[src/hdl/irpd_pkg.sv]
package irpd_pkg;

  // Timer stamp width and edge count limit
  localparam int unsigned STAMP_BITS = 16;
  localparam int unsigned MAX_EDGES  = 100;
  localparam int unsigned COUNT_BITS = $clog2(MAX_EDGES);

  // Frame layout
  localparam int unsigned WORD_BITS      = 32;
  localparam int unsigned POS_BITS       = $clog2(WORD_BITS);
  localparam int unsigned FIRST_BIT_EDGE = 2;
  localparam int unsigned LAST_BIT_EDGE  = FIRST_BIT_EDGE + WORD_BITS;

  // Configuration register widths
  localparam int unsigned THRESH_BITS = 16;
  localparam int unsigned EDGE_BITS   = 7;
  localparam int unsigned CFG_DATA_BITS = THRESH_BITS;
  localparam int unsigned CFG_IDX_BITS  = 2;
  localparam int unsigned CODE_BITS     = 16;

  // Compare width covering both stamp differences and thresholds
  localparam int unsigned CMP_BITS =
    (STAMP_BITS > THRESH_BITS) ? STAMP_BITS : THRESH_BITS;

  // Reset values of the configuration registers
  localparam logic [THRESH_BITS-1:0] BIT_THRESH_RST    = THRESH_BITS'(1200);
  localparam logic [THRESH_BITS-1:0] LEADER_THRESH_RST = THRESH_BITS'(7000);
  localparam logic [EDGE_BITS-1:0]   LEADER_WINDOW_RST = EDGE_BITS'(10);
  localparam logic [EDGE_BITS-1:0]   FRAME_EDGES_RST   = EDGE_BITS'(36);

  // Register map
  typedef enum logic [CFG_IDX_BITS-1:0] {
    CFG_BIT_THRESH    = 2'd0,
    CFG_LEADER_THRESH = 2'd1,
    CFG_LEADER_WINDOW = 2'd2,
    CFG_FRAME_EDGES   = 2'd3
  } irpd_cfg_idx_e;

  // One decoded frame
  typedef struct packed {
    logic [CODE_BITS-1:0] code;
    logic [WORD_BITS-1:0] raw_word;
    logic                 check_failed;
  } irpd_result_t;

  // Core to output stage
  typedef struct packed {
    logic         push;
    irpd_result_t res;
  } irpd_push_t;

endpackage

[src/hdl/irpd_core.sv]
module irpd_core (
  input  logic                                 clk_i,
  input  logic                                 rst_ni,
  input  logic                                 cfg_we_i,
  input  logic [irpd_pkg::CFG_IDX_BITS-1:0]    cfg_idx_i,
  input  logic [irpd_pkg::CFG_DATA_BITS-1:0]   cfg_data_i,
  input  logic                                 in_valid_i,
  output logic                                 in_ready_o,
  input  logic                                 rising_i,
  input  logic [irpd_pkg::STAMP_BITS-1:0]      stamp_i,
  input  logic                                 out_space_i,
  output irpd_pkg::irpd_push_t                 push_o
);

  // Configuration registers
  logic [irpd_pkg::THRESH_BITS-1:0] bit_thresh_q, leader_thresh_q;
  logic [irpd_pkg::EDGE_BITS-1:0]   leader_window_q, frame_edges_q;

  always_ff @(posedge clk_i or negedge rst_ni) begin
    if (!rst_ni) begin
      bit_thresh_q    <= irpd_pkg::BIT_THRESH_RST;
      leader_thresh_q <= irpd_pkg::LEADER_THRESH_RST;
      leader_window_q <= irpd_pkg::LEADER_WINDOW_RST;
      frame_edges_q   <= irpd_pkg::FRAME_EDGES_RST;
    end else if (cfg_we_i) begin
      unique case (irpd_pkg::irpd_cfg_idx_e'(cfg_idx_i))
        irpd_pkg::CFG_BIT_THRESH:    bit_thresh_q    <= cfg_data_i;
        irpd_pkg::CFG_LEADER_THRESH: leader_thresh_q <= cfg_data_i;
        irpd_pkg::CFG_LEADER_WINDOW: leader_window_q <= cfg_data_i[irpd_pkg::EDGE_BITS-1:0];
        irpd_pkg::CFG_FRAME_EDGES:   frame_edges_q   <= cfg_data_i[irpd_pkg::EDGE_BITS-1:0];
      endcase
    end
  end

  // Input register
  logic                            in_valid_q;
  logic                            rising_q;
  logic [irpd_pkg::STAMP_BITS-1:0] stamp_q;
  logic                            advance;

  assign in_ready_o = !in_valid_q || advance;

  always_ff @(posedge clk_i or negedge rst_ni) begin
    if (!rst_ni) begin
      in_valid_q <= 1'b0;
    end else if (in_ready_o) begin
      in_valid_q <= in_valid_i;
    end
  end

  always_ff @(posedge clk_i) begin
    if (in_ready_o && in_valid_i) begin
      rising_q <= rising_i;
      stamp_q  <= stamp_i;
    end
  end

  // Decoder state
  logic [irpd_pkg::COUNT_BITS-1:0] count_q, count_d;
  logic [irpd_pkg::STAMP_BITS-1:0] fall_q, fall_d, rise_q, rise_d;
  logic [irpd_pkg::WORD_BITS-1:0]  word_q, word_d;

  logic [irpd_pkg::STAMP_BITS-1:0] space, pulse;
  logic [irpd_pkg::COUNT_BITS-1:0] pos_full, cnt_lead, cnt_inc;
  logic [irpd_pkg::POS_BITS-1:0]   pos;
  logic                            in_bit_range, is_leader, frame_done, check_ok;
  irpd_pkg::irpd_result_t          res;

  assign space    = stamp_q - rise_q;
  assign pulse    = stamp_q - fall_q;
  assign pos_full = count_q - irpd_pkg::COUNT_BITS'(irpd_pkg::FIRST_BIT_EDGE);
  assign pos      = pos_full[irpd_pkg::POS_BITS-1:0];

  assign in_bit_range = (count_q >= irpd_pkg::COUNT_BITS'(irpd_pkg::FIRST_BIT_EDGE)) &&
                        (count_q <  irpd_pkg::COUNT_BITS'(irpd_pkg::LAST_BIT_EDGE));

  // Leader restart, then saturating increment
  assign is_leader = (irpd_pkg::CMP_BITS'(pulse) > irpd_pkg::CMP_BITS'(leader_thresh_q)) &&
                     (irpd_pkg::EDGE_BITS'(count_q) < leader_window_q);
  assign cnt_lead  = is_leader ? '0 : count_q;
  assign cnt_inc   = (cnt_lead < irpd_pkg::COUNT_BITS'(irpd_pkg::MAX_EDGES - 1)) ?
                     cnt_lead + irpd_pkg::COUNT_BITS'(1) : cnt_lead;
  assign frame_done = rising_q && (irpd_pkg::EDGE_BITS'(cnt_inc) >= frame_edges_q);

  // Frame check: byte 1 and byte 3 are complements of byte 0 and byte 2
  assign check_ok = (word_q[7:0]   == ~word_q[15:8]) &&
                    (word_q[23:16] == ~word_q[31:24]);

  always_comb begin
    res.code         = check_ok ? {word_q[7:0], word_q[23:16]} : '0;
    res.raw_word     = word_q;
    res.check_failed = !check_ok;
  end

  // Item proceeds unless a result would find the output stage full
  assign advance = in_valid_q && (out_space_i || !frame_done);

  always_comb begin
    push_o.push = advance && frame_done;
    push_o.res  = res;
  end

  // State update for one edge
  always_comb begin
    count_d = count_q;
    fall_d  = fall_q;
    rise_d  = rise_q;
    word_d  = word_q;
    if (advance) begin
      if (!rising_q) begin
        fall_d = stamp_q;
        if (in_bit_range) begin
          word_d[pos] = irpd_pkg::CMP_BITS'(space) > irpd_pkg::CMP_BITS'(bit_thresh_q);
        end
      end else begin
        rise_d  = stamp_q;
        count_d = frame_done ? '0 : cnt_inc;
      end
    end
  end

  always_ff @(posedge clk_i or negedge rst_ni) begin
    if (!rst_ni) begin
      count_q <= '0;
      fall_q  <= '0;
      rise_q  <= '0;
      word_q  <= '0;
    end else begin
      count_q <= count_d;
      fall_q  <= fall_d;
      rise_q  <= rise_d;
      word_q  <= word_d;
    end
  end

  // Count saturates below the limit
  a_count_bound: assert property (@(posedge clk_i) disable iff (!rst_ni)
    count_q <= irpd_pkg::COUNT_BITS'(irpd_pkg::MAX_EDGES - 1))
    else $error("edge count beyond limit");

  // A completed frame clears the count
  a_done_clears: assert property (@(posedge clk_i) disable iff (!rst_ni)
    push_o.push |=> count_q == '0)
    else $error("count not cleared after frame");

  // A held item is not lost
  a_hold: assert property (@(posedge clk_i) disable iff (!rst_ni)
    (in_valid_q && !advance) |=> (in_valid_q && $stable(stamp_q) && $stable(rising_q)))
    else $error("stalled item dropped");

endmodule

[src/hdl/irpd_out.sv]
module irpd_out (
  input  logic                   clk_i,
  input  logic                   rst_ni,
  input  irpd_pkg::irpd_push_t   push_i,
  output logic                   out_space_o,
  output logic                   out_valid_o,
  input  logic                   out_ready_i,
  output irpd_pkg::irpd_result_t res_o
);

  logic                   valid_q, valid_d;
  irpd_pkg::irpd_result_t res_q;

  // Room when empty or the held item leaves this cycle
  assign out_space_o = !valid_q || out_ready_i;
  assign valid_d     = push_i.push || (valid_q && !out_ready_i);

  always_ff @(posedge clk_i or negedge rst_ni) begin
    if (!rst_ni) begin
      valid_q <= 1'b0;
    end else begin
      valid_q <= valid_d;
    end
  end

  always_ff @(posedge clk_i) begin
    if (push_i.push) begin
      res_q <= push_i.res;
    end
  end

  assign out_valid_o = valid_q;
  assign res_o       = res_q;

  // Never overwrite a result that is still waiting
  a_no_overwrite: assert property (@(posedge clk_i) disable iff (!rst_ni)
    !(push_i.push && valid_q && !out_ready_i))
    else $error("result overwritten");

endmodule

[src/hdl/ir_pulse_distance_decoder_unit.sv]
// IR pulse-distance (NEC style) decoder. Each input item is one edge of the
// receiver line: its direction and a wrapping timer stamp. Falling edges 2..33
// of a frame decode one bit each from the space since the previous rising
// edge; a long low pulse early in a frame restarts the edge count. On the
// rising edge that brings the count to frame_edges, one item is delivered:
// the address/command code (zero on a failed complement check), the raw
// 32-bit word and the check flag. Throughput is one edge per clock. The
// completing edge is captured in the input register, and the state update
// then loads the result register, from which the result is offered. The
// block stalls input only while a result waits and the next edge would
// complete another frame. Configuration writes take effect at once and
// belong to idle times.
module ir_pulse_distance_decoder_unit (
  input  logic                               clk_i,
  input  logic                               rst_ni,
  input  logic                               cfg_we_i,
  input  logic [irpd_pkg::CFG_IDX_BITS-1:0]  cfg_idx_i,
  input  logic [irpd_pkg::CFG_DATA_BITS-1:0] cfg_data_i,
  input  logic                               in_valid_i,
  output logic                               in_ready_o,
  input  logic                               rising_i,
  input  logic [irpd_pkg::STAMP_BITS-1:0]    stamp_i,
  output logic                               out_valid_o,
  input  logic                               out_ready_i,
  output logic [irpd_pkg::CODE_BITS-1:0]     code_o,
  output logic [irpd_pkg::WORD_BITS-1:0]     raw_word_o,
  output logic                               check_failed_o
);

  irpd_pkg::irpd_push_t   push;
  irpd_pkg::irpd_result_t res;
  logic                   out_space;

  // Edge decoding and frame state
  irpd_core u_core (
    .clk_i       (clk_i),
    .rst_ni      (rst_ni),
    .cfg_we_i    (cfg_we_i),
    .cfg_idx_i   (cfg_idx_i),
    .cfg_data_i  (cfg_data_i),
    .in_valid_i  (in_valid_i),
    .in_ready_o  (in_ready_o),
    .rising_i    (rising_i),
    .stamp_i     (stamp_i),
    .out_space_i (out_space),
    .push_o      (push)
  );

  // Result register
  irpd_out u_out (
    .clk_i       (clk_i),
    .rst_ni      (rst_ni),
    .push_i      (push),
    .out_space_o (out_space),
    .out_valid_o (out_valid_o),
    .out_ready_i (out_ready_i),
    .res_o       (res)
  );

  assign code_o         = res.code;
  assign raw_word_o     = res.raw_word;
  assign check_failed_o = res.check_failed;

endmodule
[config.mk]
export PLATFORM = sky130hd
export DESIGN_NAME = ir_pulse_distance_decoder_unit
export DESIGN_NICKNAME = d
export VERILOG_FILES = /design/src/hdl/irpd_pkg.sv /design/src/hdl/irpd_core.sv /design/src/hdl/irpd_out.sv /design/src/hdl/ir_pulse_distance_decoder_unit.sv
export SDC_FILE = /design/constraint.sdc
export NUM_CORES = 1
export LEC_CHECK = 0
export ABC_AREA = 1
export BUFFER_PORTS_ARGS = -buffer_cell sky130_fd_sc_hd__buf_2
export CAP_MARGIN = 20
export CORE_ASPECT_RATIO = 0.7
export CORE_UTILIZATION = 65
export DETAILED_ROUTE_END_ITERATION = 8
export MAX_ROUTING_LAYER = met4
export PLACE_DENSITY = 0.86
export SYNTH_ARGS = -nofsm -noshare
export SYNTH_HDL_FRONTEND = slang
export SYNTH_SLANG_ARGS = --single-unit
[constraint.sdc]
create_clock -name clk_i -period 13.95 [get_ports clk_i]
set_clock_uncertainty 0.2 [all_clocks]
set_input_delay 0.6975 -clock clk_i [delete_from_list [all_inputs] [get_ports clk_i]]
set_output_delay 0.6975 -clock clk_i [all_outputs]
set_load 0.01 [all_outputs]
==> results.tsv, run 1 <==
stage	metric	value	unit
cells_and_area	n_fill_cell	1095	
outcome	status	completed	
synthesis	muxShareOfSynthArea	0.112	%
route	drc_errors	0	
job	maxCapViolCount	0	
synthesis	syn_avg_cell_area	8.60	um2
timing	finalCriticalPeriod	6.75	ns
timing	setup_viol_count_final	0	
timing	final_max_slew_viol_count	0	
setup_path	endpoint_kind	register	
route	wl_per_cell	16.0	um
clock_network	post_cts_resized	0	
floorplanning	initial_utilization	67.7	%
setup_path	r2r_start	u_core.fall_q[0]$_DFFE_PN0P_	
synthesis	synth_fa_ha_area_share	10.1	%
synthesis	synth-async-reset-ratio	64.3	%
clock_network	clock-sinks	185	
setup_path	arrival	6.61	ns
synthesis	synth_top_family_by_area	simple AND/OR/NAND/NOR gates	
synthesis	synth_area_leader_cell	dfrtp_1	
clock_network	htree_levels	4	
global_routing	grt_pass1_wl	38.5	mm
timing	relSlewSlack	29.3	%
synthesis	ys_top_cells_by_area	dfrtp_1 26%, edfxtp_1 20%, ha_1 9.7%	
synthesis	yosysTopAreaCellShare	25.8	%
timing	worst_slew_pin_slew	1.06	ns
setup_path	critical_path.endpoint	u_out.res_o[43]$_SDFFCE_PN0P_	
synthesis	synthCells	1172	
global_routing	grt_max_degree	76	
timing	fmax	0.148	GHz
place	dp_hpwl	17.3	mm
place	io_buffer_count	90	
setup_path	max_stage_delay	0.77	ns
cells_and_area	final_nets	1378	
floorplanning	num_rows	37	
route	viasPerCell	5.57	
power	power_density	169	nW/um2
power	ir_drop	0.0957	mV
clock_network	cts.hold.buffers_added	0	
setup_path	path_class	reg2reg	
synthesis	synth_edf_count	66	
synthesis	ys.flop_type	dfrtp_1	
place	gp_congestion	0.949	
setup_path	reg2regPathDepth	29	
floorplanning	die_h	106	um
cells_and_area	stdcell_count	1466	
clock_network	numCtsBuffers	17	
synthesis	synth_warnings	0	
synthesis	netlist_area	10100	um2
route	drtIter0Drc	720	
cells_and_area	drive_gt1_share	12.0	%
clock_network	clockRootBuffer	clkbuf_16	
clock_network	cts_buffer_depth	2	
power	p_leak	0.00540	uW
global_routing	grt_use_total	32.9	%
synthesis	yosysMostFrequentCell	nand2_1	
setup_path	critPathLaunchType	register	
floorplanning	core	14900	um2
setup_path	cp_max_fo	49	
floorplanning	dieArea	16000	um2
timing	tns	0	ns
synthesis	syn_nets	1292	
synthesis	synth_compound_area_share	10.8	%
route	ant_nets	0	
synthesis	synth_common_cells	246 x nand2_1, 193 x inv_1, 129 x nor2_1	
timing	finalHoldViolations	0	
route	vias	8168	
setup_path	crit_path_start	u_core.fall_q[0]$_DFFE_PN0P_	
global_routing	grt_pass1_vias	7707	
cells_and_area	syn_to_final_growth	11.6	%
setup_path	slowest_stage	inv_2	
hold_path	hold_class	in2async	
floorplanning	die_width	151	um
route	finalWirelength	23.5	mm
floorplanning	io_pins	91	
synthesis	synth_xor_area_share	3.81	%
setup_path	crit_path_frequent_cell	nand2_1	
route	drt_pass1_iterations	6	
synthesis	ys_types	44	
clock_network	path_clk_slew	0.07	ns
clock_network	clock_latency	0.44	ns
clock_network	cts_setup_buffers	0	
synthesis	yosysSeqAreaShare	49.4	%
clock_network	cts_tree	built	
place	dp.cells	1434	
global_routing	antenna_found_initial	0	
cells_and_area	diodes	0	
global_routing	grt.overflow.total	0	
setup_path	worstPathRequired	13.81	ns
synthesis	synth-simple-area-share	17.4	%
setup_path	reg2reg_setup_slack	7.20	ns
timing	finalCritPeriodShare	48.4	%
timing	rsz0062_at_grt	no	
synthesis	ys_seq_elements	185	
setup_path	r2r_end	u_out.res_o[43]$_SDFFCE_PN0P_	
[per-stage QoR]
stage | setup WS [ns] | hold slack [ns] | area [um2] | utilization (%) | total power [uW]
2_1_floorplan | 8.11 | 0.202 | 10100 | - | 1210
5_1_grt | 6.58 | 0.0911 | 11300 | 75.5 | 2020
3_5_place_dp | 7.41 | 0.265 | 10700 | 71.7 | 1420
6_report | 7.20 | 0.0505 | 11300 | 75.5 | 1900
4_1_cts | 7.27 | 0.0654 | 11300 | 75.5 | 1890
3_3_place_gp | 7.67 | 0.262 | 10700 | 71.7 | 1380
[worst max-delay path, delay by kind of cell, from the launching register on]
kind,cells,cell delay (ns)
AND/OR/NAND/NOR,14,1.65
adder cells (fa/ha/maj),5,1.49
AO/OA/AOI/OAI,7,1.22
buffers and inverters,2,1.19
flip-flops,1,0.38
XOR/XNOR,1,0.19
[placed cells by master (no fill, tap or decap), types with 2 or more instances in the layout]
| cell type | synthesis | routed |
|---|---|---|
| a21oi_1 | 65 | 64 |
| a221oi_1 | 2 | 2 |
| a31oi_1 | 3 | 3 |
| buf_2 | 10 | 89 |
| buf_4 | 1 | 4 |
| clkbuf_1 | 13 | 2 |
| clkbuf_16 | 0 | 17 |
| clkinv_2 | 0 | 2 |
| clkinvlp_4 | 0 | 6 |
| dfrtp_1 | 104 | 104 |
| dfstp_2 | 15 | 15 |
| edfxtp_1 | 66 | 66 |
| fa_1 | 2 | 2 |
| ha_1 | 78 | 78 |
| inv_1 | 193 | 192 |
| inv_2 | 3 | 4 |
| inv_8 | 0 | 2 |
| nand2_1 | 246 | 246 |
| nand3_1 | 25 | 25 |
| nand3_2 | 3 | 3 |
| nand3b_1 | 2 | 2 |
| nand4_1 | 14 | 14 |
| nor2_1 | 129 | 129 |
| nor3_1 | 11 | 11 |
| o211ai_1 | 2 | 2 |
| o21a_1 | 3 | 3 |
| o21ai_0 | 84 | 84 |
| o21ai_1 | 36 | 36 |
| o22ai_1 | 3 | 3 |
| xnor2_1 | 15 | 15 |
| xor2_1 | 27 | 27 |
[per-layer routing]
metal | up-vias | share of wire [%] | GRT usage [%]
li1 | 3954 | - | -
met1 | 3825 | 49 | 51.2
met2 | 367 | 41 | 44.4
met3 | 22 | 8.5 | 6.01
met4 | 0 | 0.86 | 7.79
met5 | - | 0 | -
[sequential cells by signal (all words and copies together) (netlist names), 7 cells and up]
| signal | count |
|---|---|
| u_out.res_o | 49 |
| u_core.word_q | 32 |
| u_core.bit_thresh_q | 16 |
| u_core.fall_q | 16 |
| u_core.leader_thresh_q | 16 |
| u_core.rise_q | 16 |
| u_core.stamp_q | 16 |
| u_core.count_q | 7 |
| u_core.frame_edges_q | 7 |
| u_core.leader_window_q | 7 |
[cell families (layout without fill, tap and decap cells)]
logic type / count (synthesis) / in the layout
multiplexers: 1 / 1
AND/OR/NAND/NOR: 435 / 435
buffers and inverters: 222 / 321
adder cells (fa/ha/maj): 80 / 80
AO/OA/AOI/OAI: 206 / 206
XOR/XNOR: 43 / 43
flip-flops: 185 / 185
[power by group]
part / total [uW] / internal [uW] / switching [uW]
logic: 691 / 232 / 459
clock network: 464 / 252 / 212
registers: 743 / 670 / 72.5
total: 1900 / 1150 / 744
[how the worst min path moves through the flow]
stage                                                        end  slack, ns                    startpoint  depth (start not counted)
after floorplan               u_core.bit_thresh_q[0]$_DFFE_PN0P_       0.20                        rst_ni                          0
after global placement                  u_out.res_o[7]$_DFFE_PP_       0.26  u_core.word_q[6]$_DFFE_PN0P_                          0
after detailed placement                u_out.res_o[7]$_DFFE_PP_       0.26  u_core.word_q[6]$_DFFE_PN0P_                          0
after CTS                 u_core.leader_thresh_q[14]$_DFFE_PN0P_       0.07                        rst_ni                          1
after global routing         u_core.bit_thresh_q[14]$_DFFE_PN0P_       0.09                        rst_ni                          1
final                        u_core.bit_thresh_q[14]$_DFFE_PN0P_       0.05                        rst_ni                          1
[layout make-up]
class / count / area, um2 / share of cell area, %
Clock buffer: 20 / 447 / 3.97
Clock inverter: 12 / 116 / 1.03
Inverter: 196 / 736 / 6.54
Multi-Input combinational cell: 765 / 4260 / 37.8
Sequential cell: 185 / 4980 / 44.2
Tap cell: 195 / 244 / 2.17
Timing Repair Buffer: 93 / 475 / 4.22
No activity file was read; power rests on OpenSTA's default activity.
==> run 2: changes to the inputs <==
Settings changed: ABC_AREA 1 to 0, CORE_UTILIZATION 65 to 60, PLACE_DENSITY 0.86 to 0.8.
Clock period 13.95 ns to 6.4 ns, I/O delays scaled along.
==> results.tsv, run 2 <==
stage	metric	value	unit	change
outcome	status	finished with violations		
outcome	violations	setup timing		
place	place_area	10700	um2	-0.18%
cells_and_area	final_cell_mix	104 x dfrtp_1, 88 x buf_2, 81 x inv_1		
synthesis	synthCells	881		-25%
cells_and_area	largest_reg_flops	49		unchanged
setup_path	reg2regPathDepth	28		-3.4%
clock_network	numCtsBuffers	17		unchanged
cells_and_area	final_common_cell	dfrtp_1		
setup_path	critPathLaunchType	register		
floorplanning	initial_utilization	62.6	%	-5.1 points
timing	finalHoldViolations	0		unchanged
timing	tns	-0.0737	ns	-0.0737 ns
cells_and_area	drive_gt1_share	26.0	%	+14 points
setup_path	cp_num_buf_inv	2		unchanged
synthesis	yosysMostFrequentCell	dfrtp_1		
synthesis	netlist_area	9880	um2	-2.1%
place	io_buffer_count	90		unchanged
place	gp_congestion	0.911		-4.0%
route	drc_errors	0		unchanged
floorplanning	io_pins	91		unchanged
setup_path	slowest_stage	o41a_4		
hold_path	hold_start	cfg_data_i[4]		
route	vias	7381		-9.6%
hold_path	whs_path_depth	3		
timing	setup_viol_count_final	1		+1
route	ant_nets	0		unchanged
synthesis	ys_top_cells_by_area	dfrtp_1 26%, edfxtp_1 20%, ha_1 9.9%		
setup_path	endpoint_kind	output port		
global_routing	grt_pass1_wl	36.6	mm	-5.0%
cells_and_area	fin_util	75.9	%	+0.35 points
synthesis	synth_warnings	0		unchanged
cells_and_area	diodes	0		unchanged
floorplanning	die_h	109	um	+2.9%
setup_path	r2r_start	u_core.stamp_q[0]$_DFFE_PP_		
setup_path	max_stage_delay	0.55	ns	-0.22 ns
setup_path	cp_max_fo	5		-90%
route	viasPerCell	5.83		+4.7%
power	power_density	350	nW/um2	+110%
timing	final_max_slew_viol_count	0		unchanged
cells_and_area	design_area	12000	um2	+6.4%
clock_network	cts_buffer_depth	2		unchanged
synthesis	syn_nets	1001		-23%
global_routing	grt_use_total	29.4	%	-3.5 points
timing	rsz0062_at_grt	yes		
clock_network	path_clk_slew	0.07	ns	about the same
clock_network	htree_levels	4		unchanged
route	drt_pass1_iterations	6		unchanged
hold_path	hold_class	in2reg		
synthesis	syn_avg_cell_area	11.2	um2	+30%
global_routing	grt.overflow.total	0		unchanged
power	ir_drop	0.214	mV	+120%
floorplanning	core	15800	um2	+5.9%
timing	relSlewSlack	31.8	%	+2.5 points
setup_path	worstPathRequired	5.88	ns	-7.93 ns
synthesis	synth_area_leader_cell	dfrtp_1		
timing	worst_slew_pin_slew	1.02	ns	-0.0389 ns
synthesis	ys.flop_type	dfrtp_1		
floorplanning	num_rows	38		+2.7%
place	dp_hpwl	15.6	mm	-9.7%
timing	setup_slack	-0.0737	ns	-7.27 ns
route	finalWirelength	23.6	mm	+0.60%
timing	finalCriticalPeriod	6.47	ns	
synthesis	synth-async-reset-ratio	64.3	%	unchanged
clock_network	clock-sinks	185		unchanged
synthesis	ys_seq_elements	185		unchanged
clock_network	clockRootBuffer	clkbuf_16		
floorplanning	die_width	155	um	+3.0%
route	drtIter0Drc	601		-17%
setup_path	r2r_end	u_out.res_o[17]$_DFFE_PP_		
global_routing	antenna_found_initial	0		unchanged
synthesis	synth_edf_count	66		unchanged
setup_path	crit_path_frequent_cell	a21oi_2		
clock_network	clock_latency	0.45	ns	about the same
synthesis	synth_common_cells	104 x dfrtp_1, 82 x inv_1, 78 x ha_1		
synthesis	ys_types	73		+66%
setup_path	critPathTopFamily	compound AO/OA/AOI/OAI gates		
setup_path	arrival	5.95	ns	-0.66 ns
global_routing	grt_pass1_vias	7095		-7.9%
cells_and_area	syn_to_final_growth	21.2	%	
cells_and_area	n_fill_cell	1032		-5.8%
hold_path	whs_endpoint	u_core.bit_thresh_q[4]$_DFFE_PN1P_		
power	p_leak	0.00534	uW	-1.1%
synthesis	yosysTopAreaCellShare	26.4	%	+0.55 points
timing	finalCritPeriodShare	101	%	
job	maxCapViolCount	0		unchanged
setup_path	path_class	reg2out		
route	wl_per_cell	18.7	um	+17%
timing	fmax	0.154	GHz	
setup_path	reg2reg_setup_slack	0.16	ns	-7.04 ns
cells_and_area	final_nets	1152		-16%
power	total_power	4200	uW	+120%
global_routing	grt_max_degree	79		+3.9%
floorplanning	dieArea	17000	um2	+6.0%
synthesis	yosysSeqAreaShare	50.4	%	+1.0 points
clock_network	cts_tree	built		
==> run 2: routing by layer <==
| metal | wire length, um | track usage [%] | vias to the layer above |
|---|---|---|---|
| met3 | 1520 | 5.91 | 38 |
| met5 | 0 | - | - |
| met2 | 10700 | 43.6 | 294 |
| met1 | 11000 | 41.3 | 3602 |
| met4 | 383 | 8.61 | 0 |
| li1 | - | - | 3447 |
==> run 2: tightest hold or removal path, stage by stage <==
cell	delay, ns
buf_2	0.14
nand2_1	0.08
o21ai_0	0.09
==> run 2: final cells by class <==
class,count,area [um2],area share (%)
tap,220,275,2.30
timing repair buffer,156,1120,9.36
clock inverter,15,203,1.69
sequential,185,4980,41.6
clock buffer,17,425,3.55
inverter,83,312,2.60
multi-input combinational,589,4660,38.9
==> run 2: kinds of logic (layout without fill, tap and decap cells) <==
family,count (synthesis),after routing,share of synthesized area [%]
flip-flops,185,185,50.4
XOR/XNOR,46,46,4.16
buffers and inverters,107,271,4.47
multiplexers,47,47,5.38
AND/OR/NAND/NOR,201,201,10.6
AO/OA/AOI/OAI,215,215,14.6
adder cells (fa/ha/maj),80,80,10.3
==> run 2: repair_timing <==
action,4_1_cts,5_1_grt
setup endpoints to repair,20,83
pin swaps,2,21
buffers inserted,0,17
cloned,0,2
hold buffers,33,0
gates resized for setup,2,26
endpoints found under the hold margin,83,0
==> run 2: how the worst max path moves through the flow <==
stage                                      start                           end  slack (ns)  depth (start not counted)
floorplan            u_core.stamp_q[1]$_DFFE_PP_      u_out.res_o[0]$_DFFE_PP_       -0.02                         26
global placement     u_core.stamp_q[0]$_DFFE_PP_  u_core.stamp_q[14]$_DFFE_PP_        0.15                         26
detailed placement   u_core.stamp_q[0]$_DFFE_PP_  u_core.stamp_q[14]$_DFFE_PP_       -0.13                         25
CTS                 u_core.fall_q[1]$_DFFE_PN0P_                    in_ready_o        0.03                         25
global route         u_core.stamp_q[0]$_DFFE_PP_                    in_ready_o       -0.27                         27
finish               u_core.stamp_q[0]$_DFFE_PP_                    in_ready_o       -0.07                         26
==> run 2: through the flow <==
stage,worst slack [ns],instances,hold slack [ns]
global placement,0.153,1180,0.146
detailed placement,-0.130,1180,0.149
floorplan,-0.0199,881,-0.176
CTS,0.0332,1245,0.0125
finish,-0.0737,1265,0.00974
global route,-0.270,1265,0.0145
==> run 2: report_power, final <==
part	leakage, uW	switching (uW)	total (uW)	internal, uW
Sequential	0.00209	144	1570	1420
Combinational	0.00295	902	1530	632
Clock	0.000302	528	1090	566
Total	0.00534	1570	4200	2620
==> run 3: changes to the inputs <==
Settings changed: BUFFER_PORTS_ARGS -buffer_cell sky130_fd_sc_hd__buf_2 to -buffer_cell sky130_fd_sc_hd__buf_4, SLEW_MARGIN set to 15.
==> results.tsv, run 3 (same netlist as run 2, synthesis figures left out) <==
stage	metric	value	unit	change
setup_path	endpoint_kind	output port		
floorplanning	core	15800	um2	unchanged
cells_and_area	final_cell_mix	105 x buf_4, 104 x dfrtp_1, 81 x inv_1		
cells_and_area	final_nets	1137		-1.3%
setup_path	slowest_stage	o41a_4		
route	viasPerCell	5.72		-2.0%
setup_path	crit_path_frequent_cell	a21oi_1		
setup_path	worstPathRequired	5.88	ns	about the same
route	finalWirelength	22.5	mm	-4.9%
global_routing	busiest_layer	met2		
clock_network	clock_latency	0.44	ns	about the same
timing	finalCritPeriodShare	98.0	%	-3.2 points
setup_path	critPathTopFamily	simple AND/OR/NAND/NOR gates		
floorplanning	die_width	155	um	unchanged
setup_path	cp_num_buf_inv	2		unchanged
place	dp.cells	1180		unchanged
cells_and_area	drive_gt1_share	24.1	%	-2.0 points
power	ir_drop	0.274	mV	+28%
cells_and_area	largest_reg_flops	49		unchanged
setup_path	path_cells	ha_1, a21o_1, a21oi_1, nor2b_1, nor2_2, a31oi_2, or4_1, nand3_1, ha_1, nand4_1, buf_4, a21oi_1, o41a_4, a21oi_2, ha_4, and3_4, nand2_2, xnor2_1, a21oi_1, ha_2, and3_4, a21oi_1, or3_1, buf_4		
route	vias	7148		-3.2%
floorplanning	io_pins	91		unchanged
outcome	status	completed		
route	drtIter0Drc	648		+7.8%
floorplanning	initial_utilization	62.6	%	unchanged
timing	relSlewSlack	30.7	%	-1.1 points
clock_network	htree_levels	4		unchanged
global_routing	grt.overflow.total	0		unchanged
timing	finalHoldViolations	0		unchanged
cells_and_area	n_fill_cell	1073		+4.0%
place	place_area	10900	um2	+2.1%
timing	setup_slack	0.130	ns	+0.204 ns
timing	setup_viol_count_final	0		-1
clock_network	clock-sinks	185		unchanged
clock_network	path_clk_slew	0.08	ns	about the same
cells_and_area	design_area	11900	um2	-0.45%
cells_and_area	diodes	0		unchanged
timing	rsz0062_at_grt	yes		
cells_and_area	register_area	4980	um2	unchanged
route	wl_per_cell	18.0	um	-3.7%
route	ant_nets	0		unchanged
clock_network	numCtsBuffers	17		unchanged
place	place_ws	-0.0762	ns	+0.0535 ns
global_routing	use_met1	41.6	%	+0.36 points
clock_network	clockRootBuffer	clkbuf_16		
power	p_leak	0.00529	uW	-1.0%
route	drt_pass1_iterations	5		-1
timing	worst_slew_pin_slew	1.04	ns	+0.0158 ns
setup_path	path_class	reg2out		
global_routing	grt_max_degree	70		-11%
place	gp_congestion	0.877		-3.7%
global_routing	grt_pass1_wl	36.0	mm	-1.6%
setup_path	arrival	5.75	ns	-0.20 ns
cells_and_area	syn_to_final_growth	20.7	%	
timing	fmax	0.159	GHz	+3.2%
setup_path	cp_max_fo	6		+1
cells_and_area	final_common_cell	buf_4		
place	dp_hpwl	16.0	mm	+2.2%
global_routing	met3_usage	5.24	%	-0.67 points
cells_and_area	multi_input_area	4610	um2	-1.0%
clock_network	cts_tree	built		
global_routing	grt_use_total	29.1	%	-0.30 points
hold_path	hold_class	in2reg		
clock_network	cts_buffer_depth	2		unchanged
route	drc_errors	0		unchanged
global_routing	grt_pass1_vias	6884		-3.0%
setup_path	critPathLaunchType	register		
global_routing	met2_usage	42.6	%	-1.1 points
global_routing	antenna_found_initial	0		unchanged
power	power_density	341	nW/um2	-2.7%
job	maxCapViolCount	0		unchanged
setup_path	max_stage_delay	0.55	ns	about the same
timing	final_max_slew_viol_count	0		unchanged
floorplanning	dieArea	17000	um2	unchanged
cells_and_area	stdcell_count	1250		-1.2%
timing	finalCriticalPeriod	6.27	ns	-0.204 ns
floorplanning	die_h	109	um	unchanged
place	io_buffer_count	90		unchanged
cells_and_area	fin_util	75.5	%	-0.34 points
floorplanning	num_rows	38		unchanged
-- run 3: final timing paths --
kind | start | to | slack (ns) | depth (start not counted)
max | u_core.stamp_q[8]$_DFFE_PP_ | in_ready_o | 0.13 | 24
min | out_ready_i | u_out.out_valid_o$_DFF_PN0_ | 0.22 | 3
max reg2reg | u_core.stamp_q[8]$_DFFE_PP_ | u_core.stamp_q[12]$_DFFE_PP_ | 0.34 | 24
min reg2reg | u_core.word_q[24]$_DFFE_PN0P_ | u_out.res_o[25]$_DFFE_PP_ | 0.29 | 0
max in group asynchronous | rst_ni | u_core.leader_window_q[5]$_DFFE_PN0P_ | 4.42 | 3
min in group asynchronous | rst_ni | u_core.word_q[6]$_DFFE_PN0P_ | 0.26 | 2
-- run 3: final cells by class --
| cell class | instances | share of cell area [%] |
|---|---|---|
| inverter | 83 | 2.61 |
| sequential | 185 | 41.8 |
| clock buffer | 18 | 3.60 |
| timing repair buffer | 141 | 9.72 |
| clock inverter | 14 | 1.31 |
| tap | 220 | 2.31 |
| multi-input combinational | 589 | 38.7 |
-- run 3: timing repair --
| action | CTS | global route |
|---|---|---|
| hold endpoints to repair | 109 | 0 |
| setup endpoints to repair | 18 | 82 |
| resized for setup | 2 | 13 |
| pin swaps | 0 | 5 |
| setup buffers | 0 | 3 |
| hold buffers | 35 | 0 |
-- run 3: routing by layer --
layer	up-vias	share of wire [%]	wire length [um]
li1	3420	-	-
met1	3477	49	11000
met2	219	44	9860
met3	32	5.7	1280
met4	0	1.5	339
met5	-	0	0
-- run 3: tightest hold or removal path, stage by stage --
cell and delay (ns):
buf_4 0.08, nand2b_1 0.21, o21ai_0 0.19
-- run 3: per-stage QoR --
step | TNS [ns] | hold WS (ns) | power, uW
5_1_grt | -0.0977 | 0.219 | 4290
3_5_place_dp | -1.26 | 0.209 | 2970
4_1_cts | 0 | 0.198 | 4020
2_1_floorplan | -0.977 | -0.176 | 2630
3_3_place_gp | 0 | 0.196 | 2910
6_report | 0 | 0.224 | 4060
-- run 3: report_power, final --
group	switching (uW)	leakage (uW)	total, uW	internal, uW
combinational	856	0.00291	1460	607
clock	508	0.000286	1030	523
sequential	146	0.00209	1570	1420
total	1510	0.00529	4060	2550
